<file path="src/rtl/pfsc_pkg.sv">
package pfsc_pkg;

  localparam int unsigned MIN_INTERVAL_MS_DEF       = 10;
  localparam int unsigned INTEGRAL_LIMIT_RPM_MS_DEF = 50000;

  localparam int GAIN_W  = 16;
  localparam int SPEED_W = 16;
  localparam int TIME_W  = 32;
  localparam int DUTY_W  = 8;
  localparam int ERR_W   = 17;
  localparam int DERR_W  = 18;
  localparam int MAG_W   = 17;
  localparam int PROD_W  = 2 * TIME_W;
  localparam int INTW_W  = PROD_W + 1;
  localparam int NUM_W   = 42;
  localparam int SUM_W   = 44;
  localparam int ACC_W   = 24;
  localparam int ACCX_W  = SUM_W + 1;
  localparam int CNT_W   = $clog2(NUM_W);
  localparam int SHIFT_W = $clog2(PROD_W);
  localparam int ADDR_W  = 4;
  localparam int DATA_W  = 32;

  localparam logic [GAIN_W-1:0]  KP_RESET     = 16'd2048;
  localparam logic [GAIN_W-1:0]  KI_RESET     = 16'd819;
  localparam logic [GAIN_W-1:0]  KD_RESET     = 16'd205;
  localparam logic [SPEED_W-1:0] TARGET_RESET = 16'd1500;

  localparam logic [7:0] PI_SCALE = 8'd51;
  localparam logic [7:0] D_SCALE  = 8'd204;

  localparam logic [TIME_W-1:0] P_DIVISOR = 32'd250;
  localparam logic [TIME_W-1:0] I_DIVISOR = 32'd250000;

  // gain*mag / 250: halve, then multiply by ceil(2^38/125)
  localparam logic [SHIFT_W-1:0] P_PRE_SHIFT  = 6'd1;
  localparam logic [TIME_W-1:0]  P_RCP        = 32'd2199023256;
  localparam logic [SHIFT_W-1:0] P_RCP_SHIFT  = 6'd38;
  // (51*rem + 125) / 250 with rem below 250
  localparam logic [TIME_W-1:0]  P_FRAC_RCP   = 32'd16778;
  localparam logic [SHIFT_W-1:0] P_FRAC_SHIFT = 6'd22;

  // gain*mag / 250000: divide by 16, then multiply by ceil(2^42/15625)
  localparam logic [SHIFT_W-1:0] I_PRE_SHIFT  = 6'd4;
  localparam logic [TIME_W-1:0]  I_RCP        = 32'd281474977;
  localparam logic [SHIFT_W-1:0] I_RCP_SHIFT  = 6'd42;
  // (51*rem + 125000) / 250000 with rem below 250000
  localparam logic [TIME_W-1:0]  I_FRAC_RCP   = 32'd17592187;
  localparam logic [SHIFT_W-1:0] I_FRAC_SHIFT = 6'd42;

  localparam logic [DUTY_W-1:0] DUTY_MIN   = 8'd60;
  localparam logic [DUTY_W-1:0] DUTY_MAX   = 8'd255;
  localparam logic [DUTY_W-1:0] DUTY_RESET = 8'd128;

  localparam logic [ACC_W-1:0] ACC_MIN   = {DUTY_MIN, 16'd0};
  localparam logic [ACC_W-1:0] ACC_MAX   = {DUTY_MAX, 16'd0};
  localparam logic [ACC_W-1:0] ACC_RESET = {DUTY_RESET, 16'd0};

  typedef enum logic [1:0] {
    REG_KP     = 2'd0,
    REG_KI     = 2'd1,
    REG_KD     = 2'd2,
    REG_TARGET = 2'd3
  } reg_idx_t;

  typedef enum logic [1:0] {
    TERM_P = 2'd0,
    TERM_I = 2'd1,
    TERM_D = 2'd2
  } term_t;

  typedef enum logic [3:0] {
    ST_IDLE,
    ST_CHECK,
    ST_MUL_INT,
    ST_INTEG,
    ST_MUL_GAIN,
    ST_MUL_MAG,
    ST_DIV_LOAD,
    ST_DIV,
    ST_RCP_QUO,
    ST_RCP_REM,
    ST_RCP_SCALE,
    ST_RCP_FRAC,
    ST_RCP_WHOLE,
    ST_ACC,
    ST_FINISH,
    ST_EMIT
  } state_t;

endpackage

</file>
<file path="src/rtl/pid_fan_speed_controller.sv">
// channel   signals                                      beat
// in        in_valid in_ready measured_speed time_now_ms  one speed sample
// out       out_valid out_ready duty updated             one duty result
// cfg       psel penable pwrite paddr pwdata prdata      one register write or read
//
// a skipped sample (interval too short) goes from the check state straight to the emit state
// in an update, the proportional and integral terms divide by their
// constants with reciprocal multiplies on the shared 32x32 multiplier;
// the derivative term divides by the elapsed time one bit per cycle
// rst is synchronous; it restores gains, setpoint, integral, error and duty 128
// a finished result waits in the output register; the next sample is taken meanwhile
module pid_fan_speed_controller #(
  parameter int unsigned MIN_INTERVAL_MS       = pfsc_pkg::MIN_INTERVAL_MS_DEF,
  parameter int unsigned INTEGRAL_LIMIT_RPM_MS = pfsc_pkg::INTEGRAL_LIMIT_RPM_MS_DEF
) (
  input  logic                           clk,
  input  logic                           rst,
  input  logic                           in_valid,
  output logic                           in_ready,
  input  logic [pfsc_pkg::SPEED_W-1:0]   measured_speed,
  input  logic [pfsc_pkg::TIME_W-1:0]    time_now_ms,
  output logic                           out_valid,
  input  logic                           out_ready,
  output logic [pfsc_pkg::DUTY_W-1:0]    duty,
  output logic                           updated,
  input  logic                           psel,
  input  logic                           penable,
  input  logic                           pwrite,
  input  logic [pfsc_pkg::ADDR_W-1:0]    paddr,
  input  logic [pfsc_pkg::DATA_W-1:0]    pwdata,
  output logic [pfsc_pkg::DATA_W-1:0]    prdata,
  output logic                           pready
);
  import pfsc_pkg::*;

  localparam logic signed [INTW_W-1:0] INT_LIM = INTW_W'(INTEGRAL_LIMIT_RPM_MS);

  state_t state, state_next;
  term_t  term;

  logic [GAIN_W-1:0]  kp, ki, kd;
  logic [SPEED_W-1:0] target;

  logic [TIME_W-1:0]        last_time;
  logic signed [ERR_W-1:0]  prev_err;
  logic signed [ERR_W-1:0]  err_int;
  logic [ACC_W-1:0]         dacc;

  logic [TIME_W-1:0]        now_q;
  logic [TIME_W-1:0]        dt;
  logic signed [ERR_W-1:0]  err;
  logic signed [DERR_W-1:0] derr;
  logic [PROD_W-1:0]        prod;
  logic [NUM_W-1:0]         num;
  logic [TIME_W-1:0]        rem;
  logic [TIME_W-1:0]        divisor;
  logic [CNT_W-1:0]         cnt;
  logic                     neg;
  logic signed [SUM_W-1:0]  sum;
  logic                     upd;

  logic [TIME_W-1:0]  mul_a;
  logic [TIME_W-1:0]  mul_b;
  logic [PROD_W-1:0]  mul_p;

  logic [GAIN_W-1:0]  t_gain;
  logic [7:0]         t_scale;
  logic [MAG_W-1:0]   t_mag;
  logic               t_neg;
  logic [TIME_W-1:0]  t_div;
  logic [SHIFT_W-1:0] t_pre;
  logic [TIME_W-1:0]  t_rcp;
  logic [SHIFT_W-1:0] t_post;
  logic [TIME_W-1:0]  t_frac_rcp;
  logic [SHIFT_W-1:0] t_frac_post;

  logic [MAG_W-1:0]   err_mag, int_mag, derr_mag;
  logic signed [INTW_W-1:0] int_add, int_sum, int_clamped;
  logic [TIME_W:0]    trial;
  logic               qbit;
  logic signed [ACCX_W-1:0] acc_sum;
  logic [ACC_W-1:0]   acc_clamped;
  logic               cfg_wr;
  reg_idx_t           cfg_idx;

  assign pready  = 1'b1;
  assign cfg_wr  = psel & penable & pwrite;
  assign cfg_idx = reg_idx_t'(paddr[3:2]);

  always_comb begin
    unique case (cfg_idx)
      REG_KP:     prdata = DATA_W'(kp);
      REG_KI:     prdata = DATA_W'(ki);
      REG_KD:     prdata = DATA_W'(kd);
      REG_TARGET: prdata = DATA_W'(target);
    endcase
  end

  assign err_mag  = err[ERR_W-1] ? MAG_W'(-err) : MAG_W'(err);
  assign int_mag  = err_int[ERR_W-1] ? MAG_W'(-err_int) : MAG_W'(err_int);
  assign derr_mag = derr[DERR_W-1] ? MAG_W'(-derr) : MAG_W'(derr);

  // per-term operand select
  always_comb begin
    case (term)
      TERM_P: begin
        t_gain = kp; t_scale = PI_SCALE; t_mag = err_mag;
        t_neg = err[ERR_W-1]; t_div = P_DIVISOR;
        t_pre = P_PRE_SHIFT; t_rcp = P_RCP; t_post = P_RCP_SHIFT;
        t_frac_rcp = P_FRAC_RCP; t_frac_post = P_FRAC_SHIFT;
      end
      TERM_I: begin
        t_gain = ki; t_scale = PI_SCALE; t_mag = int_mag;
        t_neg = err_int[ERR_W-1]; t_div = I_DIVISOR;
        t_pre = I_PRE_SHIFT; t_rcp = I_RCP; t_post = I_RCP_SHIFT;
        t_frac_rcp = I_FRAC_RCP; t_frac_post = I_FRAC_SHIFT;
      end
      TERM_D: begin
        t_gain = kd; t_scale = D_SCALE; t_mag = derr_mag;
        t_neg = derr[DERR_W-1]; t_div = dt;
        t_pre = '0; t_rcp = '0; t_post = '0;
        t_frac_rcp = '0; t_frac_post = '0;
      end
      default: begin
        t_gain = '0; t_scale = '0; t_mag = '0;
        t_neg = 1'b0; t_div = P_DIVISOR;
        t_pre = '0; t_rcp = '0; t_post = '0;
        t_frac_rcp = '0; t_frac_post = '0;
      end
    endcase
  end

  // shared multiplier
  assign mul_p = PROD_W'(mul_a) * PROD_W'(mul_b);

  // integral update, full precision then clamp
  assign int_add = err[ERR_W-1] ? -$signed({1'b0, prod}) : $signed({1'b0, prod});
  assign int_sum = INTW_W'(err_int) + int_add;
  always_comb begin
    if (int_sum > INT_LIM) begin
      int_clamped = INT_LIM;
    end else if (int_sum < -INT_LIM) begin
      int_clamped = -INT_LIM;
    end else begin
      int_clamped = int_sum;
    end
  end

  // restoring divider step
  assign trial = {rem, num[NUM_W-1]};
  assign qbit  = trial >= {1'b0, divisor};

  assign acc_sum = $signed(ACCX_W'({1'b0, dacc})) + ACCX_W'(sum);
  always_comb begin
    if (acc_sum > $signed(ACCX_W'({1'b0, ACC_MAX}))) begin
      acc_clamped = ACC_MAX;
    end else if (acc_sum < $signed(ACCX_W'({1'b0, ACC_MIN}))) begin
      acc_clamped = ACC_MIN;
    end else begin
      acc_clamped = acc_sum[ACC_W-1:0];
    end
  end

  always_comb begin
    state_next = state;
    unique case (state)
      ST_IDLE:      if (in_valid) state_next = ST_CHECK;
      ST_CHECK:     state_next = (dt < TIME_W'(MIN_INTERVAL_MS)) ? ST_EMIT : ST_MUL_INT;
      ST_MUL_INT:   state_next = ST_INTEG;
      ST_INTEG:     state_next = ST_MUL_GAIN;
      ST_MUL_GAIN:  state_next = (term == TERM_D) ? ST_MUL_MAG : ST_RCP_QUO;
      ST_MUL_MAG:   state_next = ST_DIV_LOAD;
      ST_DIV_LOAD:  state_next = ST_DIV;
      ST_DIV:       if (cnt == CNT_W'(NUM_W - 1)) state_next = ST_ACC;
      ST_RCP_QUO:   state_next = ST_RCP_REM;
      ST_RCP_REM:   state_next = ST_RCP_SCALE;
      ST_RCP_SCALE: state_next = ST_RCP_FRAC;
      ST_RCP_FRAC:  state_next = ST_RCP_WHOLE;
      ST_RCP_WHOLE: state_next = ST_ACC;
      ST_ACC:       state_next = (term == TERM_D) ? ST_FINISH : ST_MUL_GAIN;
      ST_FINISH:    state_next = ST_EMIT;
      ST_EMIT:      if (!out_valid || out_ready) state_next = ST_IDLE;
    endcase
  end

  always_comb begin
    in_ready = 1'b0;
    mul_a    = '0;
    mul_b    = '0;
    unique case (state)
      ST_IDLE:      in_ready = 1'b1;
      ST_MUL_INT:   begin mul_a = dt;                 mul_b = TIME_W'(err_mag); end
      ST_MUL_GAIN: begin
        mul_a = TIME_W'(t_gain);
        mul_b = (term == TERM_D) ? TIME_W'(t_scale) : TIME_W'(t_mag);
      end
      ST_MUL_MAG:   begin mul_a = prod[TIME_W-1:0];  mul_b = TIME_W'(t_mag);   end
      ST_RCP_QUO:   begin mul_a = prod[TIME_W-1:0] >> t_pre; mul_b = t_rcp;    end
      ST_RCP_REM:   begin mul_a = num[TIME_W-1:0];   mul_b = t_div;            end
      ST_RCP_SCALE: begin mul_a = rem;               mul_b = TIME_W'(t_scale); end
      ST_RCP_FRAC:  begin mul_a = prod[TIME_W-1:0];  mul_b = t_frac_rcp;       end
      ST_RCP_WHOLE: begin mul_a = num[TIME_W-1:0];   mul_b = TIME_W'(t_scale); end
      default: ;
    endcase
  end

  always_ff @(posedge clk) begin
    if (rst) begin
      state     <= ST_IDLE;
      kp        <= KP_RESET;
      ki        <= KI_RESET;
      kd        <= KD_RESET;
      target    <= TARGET_RESET;
      last_time <= '0;
      prev_err  <= '0;
      err_int   <= '0;
      dacc      <= ACC_RESET;
      out_valid <= 1'b0;
      term      <= TERM_P;
    end else begin
      state <= state_next;
      if (out_valid && out_ready && state != ST_EMIT) out_valid <= 1'b0;
      if (cfg_wr) begin
        unique case (cfg_idx)
          REG_KP:     kp <= pwdata[GAIN_W-1:0];
          REG_KI:     ki <= pwdata[GAIN_W-1:0];
          REG_KD:     kd <= pwdata[GAIN_W-1:0];
          REG_TARGET: begin
            target  <= pwdata[SPEED_W-1:0];
            err_int <= '0;
          end
        endcase
      end
      unique case (state)
        ST_IDLE: begin
          if (in_valid) begin
            now_q <= time_now_ms;
            dt    <= time_now_ms - last_time;
            err   <= $signed({1'b0, target}) - $signed({1'b0, measured_speed});
            upd   <= 1'b0;
          end
        end
        ST_MUL_INT: prod <= mul_p;
        ST_INTEG: begin
          err_int <= int_clamped[ERR_W-1:0];
          derr    <= DERR_W'(err) - DERR_W'(prev_err);
          sum     <= '0;
          term    <= TERM_P;
        end
        ST_MUL_GAIN: begin
          prod <= mul_p;
          neg  <= t_neg;
        end
        ST_MUL_MAG: prod <= mul_p;
        ST_DIV_LOAD: begin
          // round half away from zero on the magnitude
          num     <= NUM_W'(prod) + NUM_W'(t_div >> 1);
          divisor <= t_div;
          rem     <= '0;
          cnt     <= '0;
        end
        ST_DIV: begin
          rem <= qbit ? TIME_W'(trial - {1'b0, divisor}) : trial[TIME_W-1:0];
          num <= {num[NUM_W-2:0], qbit};
          cnt <= cnt + 1'b1;
        end
        // whole quotient of gain*mag over the divisor
        ST_RCP_QUO:   num  <= NUM_W'(mul_p >> t_post);
        ST_RCP_REM:   rem  <= prod[TIME_W-1:0] - mul_p[TIME_W-1:0];
        // scaled remainder plus half divisor, rounded quotient of it
        ST_RCP_SCALE: prod <= mul_p + PROD_W'(t_div >> 1);
        ST_RCP_FRAC:  rem  <= TIME_W'(mul_p >> t_frac_post);
        ST_RCP_WHOLE: num  <= NUM_W'(mul_p) + NUM_W'(rem);
        ST_ACC: begin
          sum  <= neg ? sum - SUM_W'(num) : sum + SUM_W'(num);
          term <= term_t'(term + 1'b1);
        end
        ST_FINISH: begin
          dacc      <= acc_clamped;
          prev_err  <= err;
          last_time <= now_q;
          upd       <= 1'b1;
        end
        ST_EMIT: begin
          if (!out_valid || out_ready) begin
            out_valid <= 1'b1;
            duty      <= dacc[ACC_W-1 -: DUTY_W];
            updated   <= upd;
          end
        end
        default: ;
      endcase
    end
  end

endmodule

</file>
<file path="config.mk">
export PLATFORM = sky130hd
export DESIGN_NAME = pid_fan_speed_controller
export DESIGN_NICKNAME = d
export VERILOG_FILES = /design/src/rtl/pfsc_pkg.sv /design/src/rtl/pid_fan_speed_controller.sv
export SDC_FILE = /design/constraint.sdc
export NUM_CORES = 2
export LEC_CHECK = 0
export BUFFER_PORTS_ARGS = -buffer_cell sky130_fd_sc_hd__buf_4
export CELL_PAD_IN_SITES_DETAIL_PLACEMENT = 0
export CELL_PAD_IN_SITES_GLOBAL_PLACEMENT = 1
export CORE_UTILIZATION = 50
export DETAILED_ROUTE_END_ITERATION = 8
export PLACE_DENSITY = 0.83
export SYNTH_ARGS = -nofsm -noshare
export SYNTH_HDL_FRONTEND = slang
export SYNTH_SLANG_ARGS = --single-unit
</file>
<file path="constraint.sdc">
create_clock -name clk -period 20.8 [get_ports clk]
set_input_delay 2.08 -clock clk [delete_from_list [all_inputs] [get_ports clk]]
set_output_delay 2.08 -clock clk [all_outputs]
set_load 0.1 [all_outputs]
</file>
== Yosys cells after proc, flatten, opt, wreduce, memory -nomap -nowiden ==
Cells that the tools add are included.

* Register bits after elaboration: 491
* Bits in latches: 0
* RAM bits: 0
* ROM bits: 0
* Input bits: 91
* Output and inout bits: 44
* Word-level logic and storage cells: 164
* Memories kept: 0

* Add/subtract/negate cells: 18
* Multipliers: 1
* Div/mod/pow operators: 0
* $lt $le $gt $ge: 6
* Equality and inequality tests: 25
* Shift operators: 3
* Multiplexer cells: 46
* Bitwise gates (word level): 3
* Reduce and logical (&&, ||, !) cells: 37

{| class="wikitable"
|+ Operators by type and width
! kind !! count
|-
| 32-bit one-hot mux with 4 select lines || 2
|-
| 32-bit one-hot mux with 7 select lines || 1
|-
| 32-bit one-hot mux with 6 select lines || 1
|-
| 42-bit one-hot mux with 4 select lines || 1
|-
| 17-bit two-way mux || 9
|-
| 32-bit one-hot mux with 2 select lines || 2
|-
| 64-bit one-hot mux with 2 select lines || 1
|-
| 32-bit subtractor || 3
|-
| 44-bit one-hot mux with 2 select lines || 1
|-
| 17-bit by 65-bit adder with 65-bit output || 1
|-
| 65-bit by 17-bit > comparator with 1-bit output, second input constant || 1
|-
| 65-bit by 17-bit < comparator with 1-bit output, second input constant || 1
|-
| 65-bit two-way mux || 1
|-
| 64-bit negator with 65-bit output || 1
|-
| 64-bit by 31-bit adder with 64-bit output || 1
|-
| 32-bit by 32-bit multiplier with 64-bit output || 1
|-
| 4-bit one-hot mux with 16 select lines || 1
|-
| 64-bit by 6-bit right shift with 32-bit output || 1
|-
| 64-bit by 6-bit right shift with 42-bit output || 1
|-
| 17-bit negator || 3
|-
| 17-bit one-hot mux with 3 select lines || 1
|-
| 25-bit one-hot mux with 2 select lines || 1
|-
| 24-bit two-way mux || 2
|-
| 16-bit one-hot mux with 3 select lines || 1
|-
| 46 further kinds || 100
|}

== Longest topological paths before layout ==
* Depth in word-level cells: 8
* Gate-level depth with buffers: 50

== Worst setup path after synthesis ==
OpenSTA, ideal clock, no wires.

* Path kind: flip-flop to flip-flop
* Start point: register err_int[16]
* End point: register num[41] (data pin)
* Data arrival time: 11.302 ns
* Required time: 20.530 ns
* Slack: 9.227 ns
* Cell stages (with the launch flop): 44
* Path buffers: 2
* Clock period less this slack: 11.573 ns
* Path through: dfxtp_1 > clkbuf_1 > nand2_1 > xnor2_1 > a221oi_1 > nor2_1 > a2111oi_0 > clkbuf_1 > nor2_1 > fa_1 > fa_1 > fa_1 > inv_1 > fa_1 > inv_1 > fa_1 > inv_1 > fa_1 > (+8 left out) > or4_1 > a211o_1 > and3_1 > a21oi_1 > xor2_1 > inv_1 > ha_1 > inv_1 > nor2_1 > o2bb2ai_1 > a311oi_1 > o21ai_0 > a2111o_1 > and3_1 > nor4b_1 > xnor2_1 > a21oi_1 > a21oi_1

* Longest elaborated chain between the ends: 8
* Elaborated cells between the ends (all ways): 9
* Those cells by class: add/sub (2); mul (1); shift (1); mux (5)

{| class="wikitable"
|+ Ends and longest elaborated chain
! item !! RTL line !! text
|-
| start, declared || pid_fan_speed_controller.sv:46 || <nowiki>logic signed [ERR_W-1:0] err_int;</nowiki>
|-
| start signal, assigned || pid_fan_speed_controller.sv:245 || <nowiki>err_int <= int_clamped[ERR_W-1:0];</nowiki>
|-
| 17-bit negator || pid_fan_speed_controller.sv:100 || <nowiki>assign int_mag = err_int[ERR_W-1] ? MAG_W'(-err_int) : MAG_W'(err_int);</nowiki>
|-
| 17-bit two-way mux (*) || pid_fan_speed_controller.sv:100 ||
|-
| 17-bit one-hot mux with 3 select lines (*) || pid_fan_speed_controller.sv:105 || <nowiki>case (term)</nowiki>
|-
| 17-bit two-way mux || pid_fan_speed_controller.sv:195 || <nowiki>mul_b = (term == TERM_D) ? TIME_W'(t_scale) : TIME_W'(t_mag);</nowiki>
|-
| 32-bit one-hot mux with 7 select lines (*) || pid_fan_speed_controller.sv:190 || <nowiki>unique case (state)</nowiki>
|-
| 32-bit by 32-bit multiplier with 64-bit output (*) || pid_fan_speed_controller.sv:134 || <nowiki>assign mul_p = PROD_W'(mul_a) * PROD_W'(mul_b);</nowiki>
|-
| 42-bit by 32-bit adder with 42-bit output / 64-bit by 6-bit right shift with 42-bit output (equally long branches) || pid_fan_speed_controller.sv:273, pid_fan_speed_controller.sv:268 ||
|-
| 42-bit one-hot mux with 4 select lines (*) || pid_fan_speed_controller.sv:234 || <nowiki>unique case (state)</nowiki>
|-
| end signal, assigned || pid_fan_speed_controller.sv:257 || <nowiki>num <= NUM_W'(prod) + NUM_W'(t_div >> 1);</nowiki>
|-
| end signal, assigned || pid_fan_speed_controller.sv:268 || <nowiki>ST_RCP_QUO: num <= NUM_W'(mul_p >> t_post);</nowiki>
|-
| end signal, assigned || pid_fan_speed_controller.sv:273 || <nowiki>ST_RCP_WHOLE: num <= NUM_W'(mul_p) + NUM_W'(rem);</nowiki>
|-
| end, declared || pid_fan_speed_controller.sv:54 || <nowiki>logic [NUM_W-1:0] num;</nowiki>
|}

Every way passes the cells marked *; elsewhere a longest branch is shown, timed or not.
A chain may end at the register's enable or synchronous reset.

== Final worst setup path ==
* Start point: register state[0]
* End point: register prod[58] (data pin)

* Longest elaborated chain between the ends: 6
* Elaborated cells between the ends (all ways): 17
* Those cells by class: add/sub (1); mul (1); eq/ne (8); mux (3); reduce/logical (4)

{| class="wikitable"
|+ Ends and longest elaborated chain
! item !! RTL line !! text
|-
| start, declared || pid_fan_speed_controller.sv:38 || <nowiki>state_t state, state_next;</nowiki>
|-
| start signal, assigned || pid_fan_speed_controller.sv:221 || <nowiki>state <= state_next;</nowiki>
|-
| 4-bit equality test (tied with other cells) || pid_fan_speed_controller.sv:190 ||
|-
| 2-bit OR reduction (no source line) || - ||
|-
| 32-bit one-hot mux with 7 select lines / 32-bit one-hot mux with 6 select lines (equally long branches) || pid_fan_speed_controller.sv:190 ||
|-
| 32-bit by 32-bit multiplier with 64-bit output || pid_fan_speed_controller.sv:134 ||
|-
| 64-bit by 31-bit adder with 64-bit output || pid_fan_speed_controller.sv:271 || <nowiki>ST_RCP_SCALE: prod <= mul_p + PROD_W'(t_div >> 1);</nowiki>
|-
| 64-bit one-hot mux with 2 select lines (*) || pid_fan_speed_controller.sv:234 ||
|-
| end signal, assigned || pid_fan_speed_controller.sv:243 || <nowiki>ST_MUL_INT: prod <= mul_p;</nowiki>
|-
| end signal, assigned || pid_fan_speed_controller.sv:251 || <nowiki>prod <= mul_p;</nowiki>
|-
| end signal, assigned || pid_fan_speed_controller.sv:271 ||
|-
| end, declared || pid_fan_speed_controller.sv:53 || <nowiki>logic [PROD_W-1:0] prod;</nowiki>
|}

Marked as above.

==> impl_metrics.yaml <==
clocking:
  cts_tree: "built"
  max-clock-path-buffers: 3
  cts_sinks: 491
  cts.repair.resized: 0
  clk_pin_slew_ps: 70
  insertion_delay_ps: 720
  cts_made_buffers: 59
  postCtsSetupBuffers: 0
  cts_root_buf: "clkbuf_16"
  cts_max_level: 2
  hold_buffers: 0
logic_synthesis:
  synthCells: 9739
  ys_seq_area_share_pct: 16.4
  synth_async_sr_flop_share_pct: 0
  synth.top_cell.area_share_pct: 22.7
  synth_most_common_cell: "inv_1"
  ys.warnings.count: 0
  syn_area_mm2: 0.0800
  synth_edf_count: 330
  yosys-top-cells-area: "fa_1, edfxtp_1, ha_1"
  synth-seq-cells: 491
  yosysTopAreaCell: "fa_1"
  syn_area_per_cell_um2: 8.22
  ys_top_cells_by_count: "inv_1, nand2_1, fa_1"
  dominantRegCellSynth: "edfxtp_1"
  synth_cell_types: 114
die:
  boundaryPins: 135
  start_util_pct: 50.5
  core_mm2: 0.159
  fp.dieArea_mm2: 0.162
  num_rows: 146
  die-width_um: 402
  die_h_um: 402
detailed_routing:
  vias_per_cell: 6.31
  drt_iter0_drc: 8972
  drc: 0
  vias: 74349
  first_pass_iters: 8
  wire_per_inst_um: 27.7
  ant_nets: 0
  routed_wl_mm: 327
placed_design:
  placed_area_mm2: 0.0837
  dp_hpwl_mm: 258
  portBuffers: 99
  place_ws_ps: 6410
  gp_congestion: 1.10
timing:
  max_slew.worst_pin.slew_ps: 1440
  setup_viol: 0
  fin_crit_ps: 14890
  timing.final.ws_setup_ps: 5910
  relSlewSlack_pct: 3.98
  fmax_ghz: 0.0672
  fin_crit_sh_pct: 71.6
  rsz0062_at_grt: "false"
  hold_ws_ps: 431
  tns_ps: 0
  skew_ps: 49.1
  maxSlewViolCount: 0
  hold_viol: 0
worst_setup_path:
  endpoint_kind: "flip-flop"
  cp-start-kind: "flip-flop"
  reg2reg_depth: 43
  crit_type: "reg2reg"
  cp_max_fo: 32
  cp_common_cell: "fa_1"
  cp_slowest_cell: "dfxtp_1"
  arrival_ps: 15310
  required_ps: 21220
  slowest_delay_ps: 850
grt:
  grt_first_pass_wirelength_mm: 478
  overflow: 0
  grtUsageTotal_pct: 40.1
  grt_pass1_vias: 72109
  grt_max_degree: 86
  antenna_found_initial: 25
status:
  status: "finished, final reports clean"
pwr:
  ir_drop_v: 0.0000720
  power_density_mw_per_mm2: 42.1
  p_total_mw: 3.61
  leakage_nw: 38.2
job:
  drv_cap: 0
worst_hold_path:
  hold_depth: 0
  hp-class: "reg2reg"
finish:
  syn_to_final_growth_pct: 7.18
  layout-drive-gt1-share_pct: 6.75
  fin_area_mm2: 0.0858
  fin_nets: 11285
## state kept, by name (all words and copies together), names as in the netlist, 16 cells and up
signal     cells
last_time     32
prod          64
now_q         32
target        16
sum           44
ki            16
kp            16
prev_err      17
kd            16
rem           32
num           42
dacc          24
dt            32
derr          18
err           17
divisor       32
err_int       17
## layout make-up
type / count / area, um^2
antenna: 7 / 17.5
clock inverter: 38 / 412
timing repair buffer: 332 / 2490
multi-input combinational: 7419 / 60400
sequential: 491 / 13100
clock buffer: 71 / 1630
inverter: 1355 / 5090
tap: 2072 / 2590
fill: 15009 / 72800
## placed cells by master, fill, tap and decap left out, types with 29 or more instances in the layout
master	n
inv_1	1352
nand2_1	1342
fa_1	907
nor2_1	862
ha_1	626
a21oi_1	613
o21ai_0	379
xnor2_1	348
buf_4	332
edfxtp_1	330
a21o_1	220
nand3_1	162
dfxtp_1	160
xor2_1	150
nor3_1	122
and2_1	114
and3_1	88
nand4_1	88
o21a_1	74
nand2b_1	73
nor2b_1	65
clkbuf_16	62
nor4_1	61
o211ai_1	54
a31oi_1	54
o31ai_1	51
a222oi_1	49
o21bai_1	48
a211oi_1	47
a22oi_1	46
or3_1	45
mux2i_1	43
a22o_1	36
or2_2	33
mux4_2	33
or4_1	31
a221oi_1	30
nand3b_1	29
## path summary, 6_finish.rpt
check / from / endpoint / slack (ps)
max: state[0] / prod[58] / 5910
min: upd / updated / 430
max reg2reg: state[0] / prod[58] / 5910
min reg2reg: upd / updated / 430
## layer usage
layer | global-route usage [%] | vias to the layer above | wire (um)
li1 | - | 32597 | -
met1 | 54.4 | 36767 | 131000
met2 | 58.7 | 4163 | 137000
met3 | 10.8 | 816 | 39300
met4 | 19.9 | 6 | 19600
met5 | 0 | - | 34
## stage by stage
| stage | cells | util [%] |
|---|---|---|
| after floorplan | 9754 | - |
| after global placement | 11669 | 52.8 |
| after detailed placement | 11669 | 52.8 |
| after CTS | 11778 | 54.1 |
| after global routing | 11778 | 54.1 |
| final | 11785 | 54.1 |
## where the power goes
group	internal, mW	total (mW)	switching [mW]
sequential	1.08	1.15	0.0638
combinational	0.404	1.34	0.937
clock	0.616	1.13	0.513
## logic make-up after synthesis
group	after synthesis	share of synthesized area, %
AOI/OAI and AO/OA	2044	16.8
xor gates and xnor gates	512	5.61
adders and majority gates	1536	32.5
buffers and inverters	1844	8.82
DFF	491	16.4
muxes	87	1.62
other	2	0.00938
and+or+nand+nor	3223	18.2
## worst max-delay path: cells and delay by family (launching register included)
kind | cells | cell delay (ps)
AND/OR/NAND/NOR | 11 | 3450
XOR/XNOR | 2 | 720
adder cells (fa/ha/maj) | 10 | 4510
AO/OA/AOI/OAI | 12 | 3490
buffers and inverters | 8 | 1460
flip-flops | 1 | 850
Power figures use the tool's default switching activity.
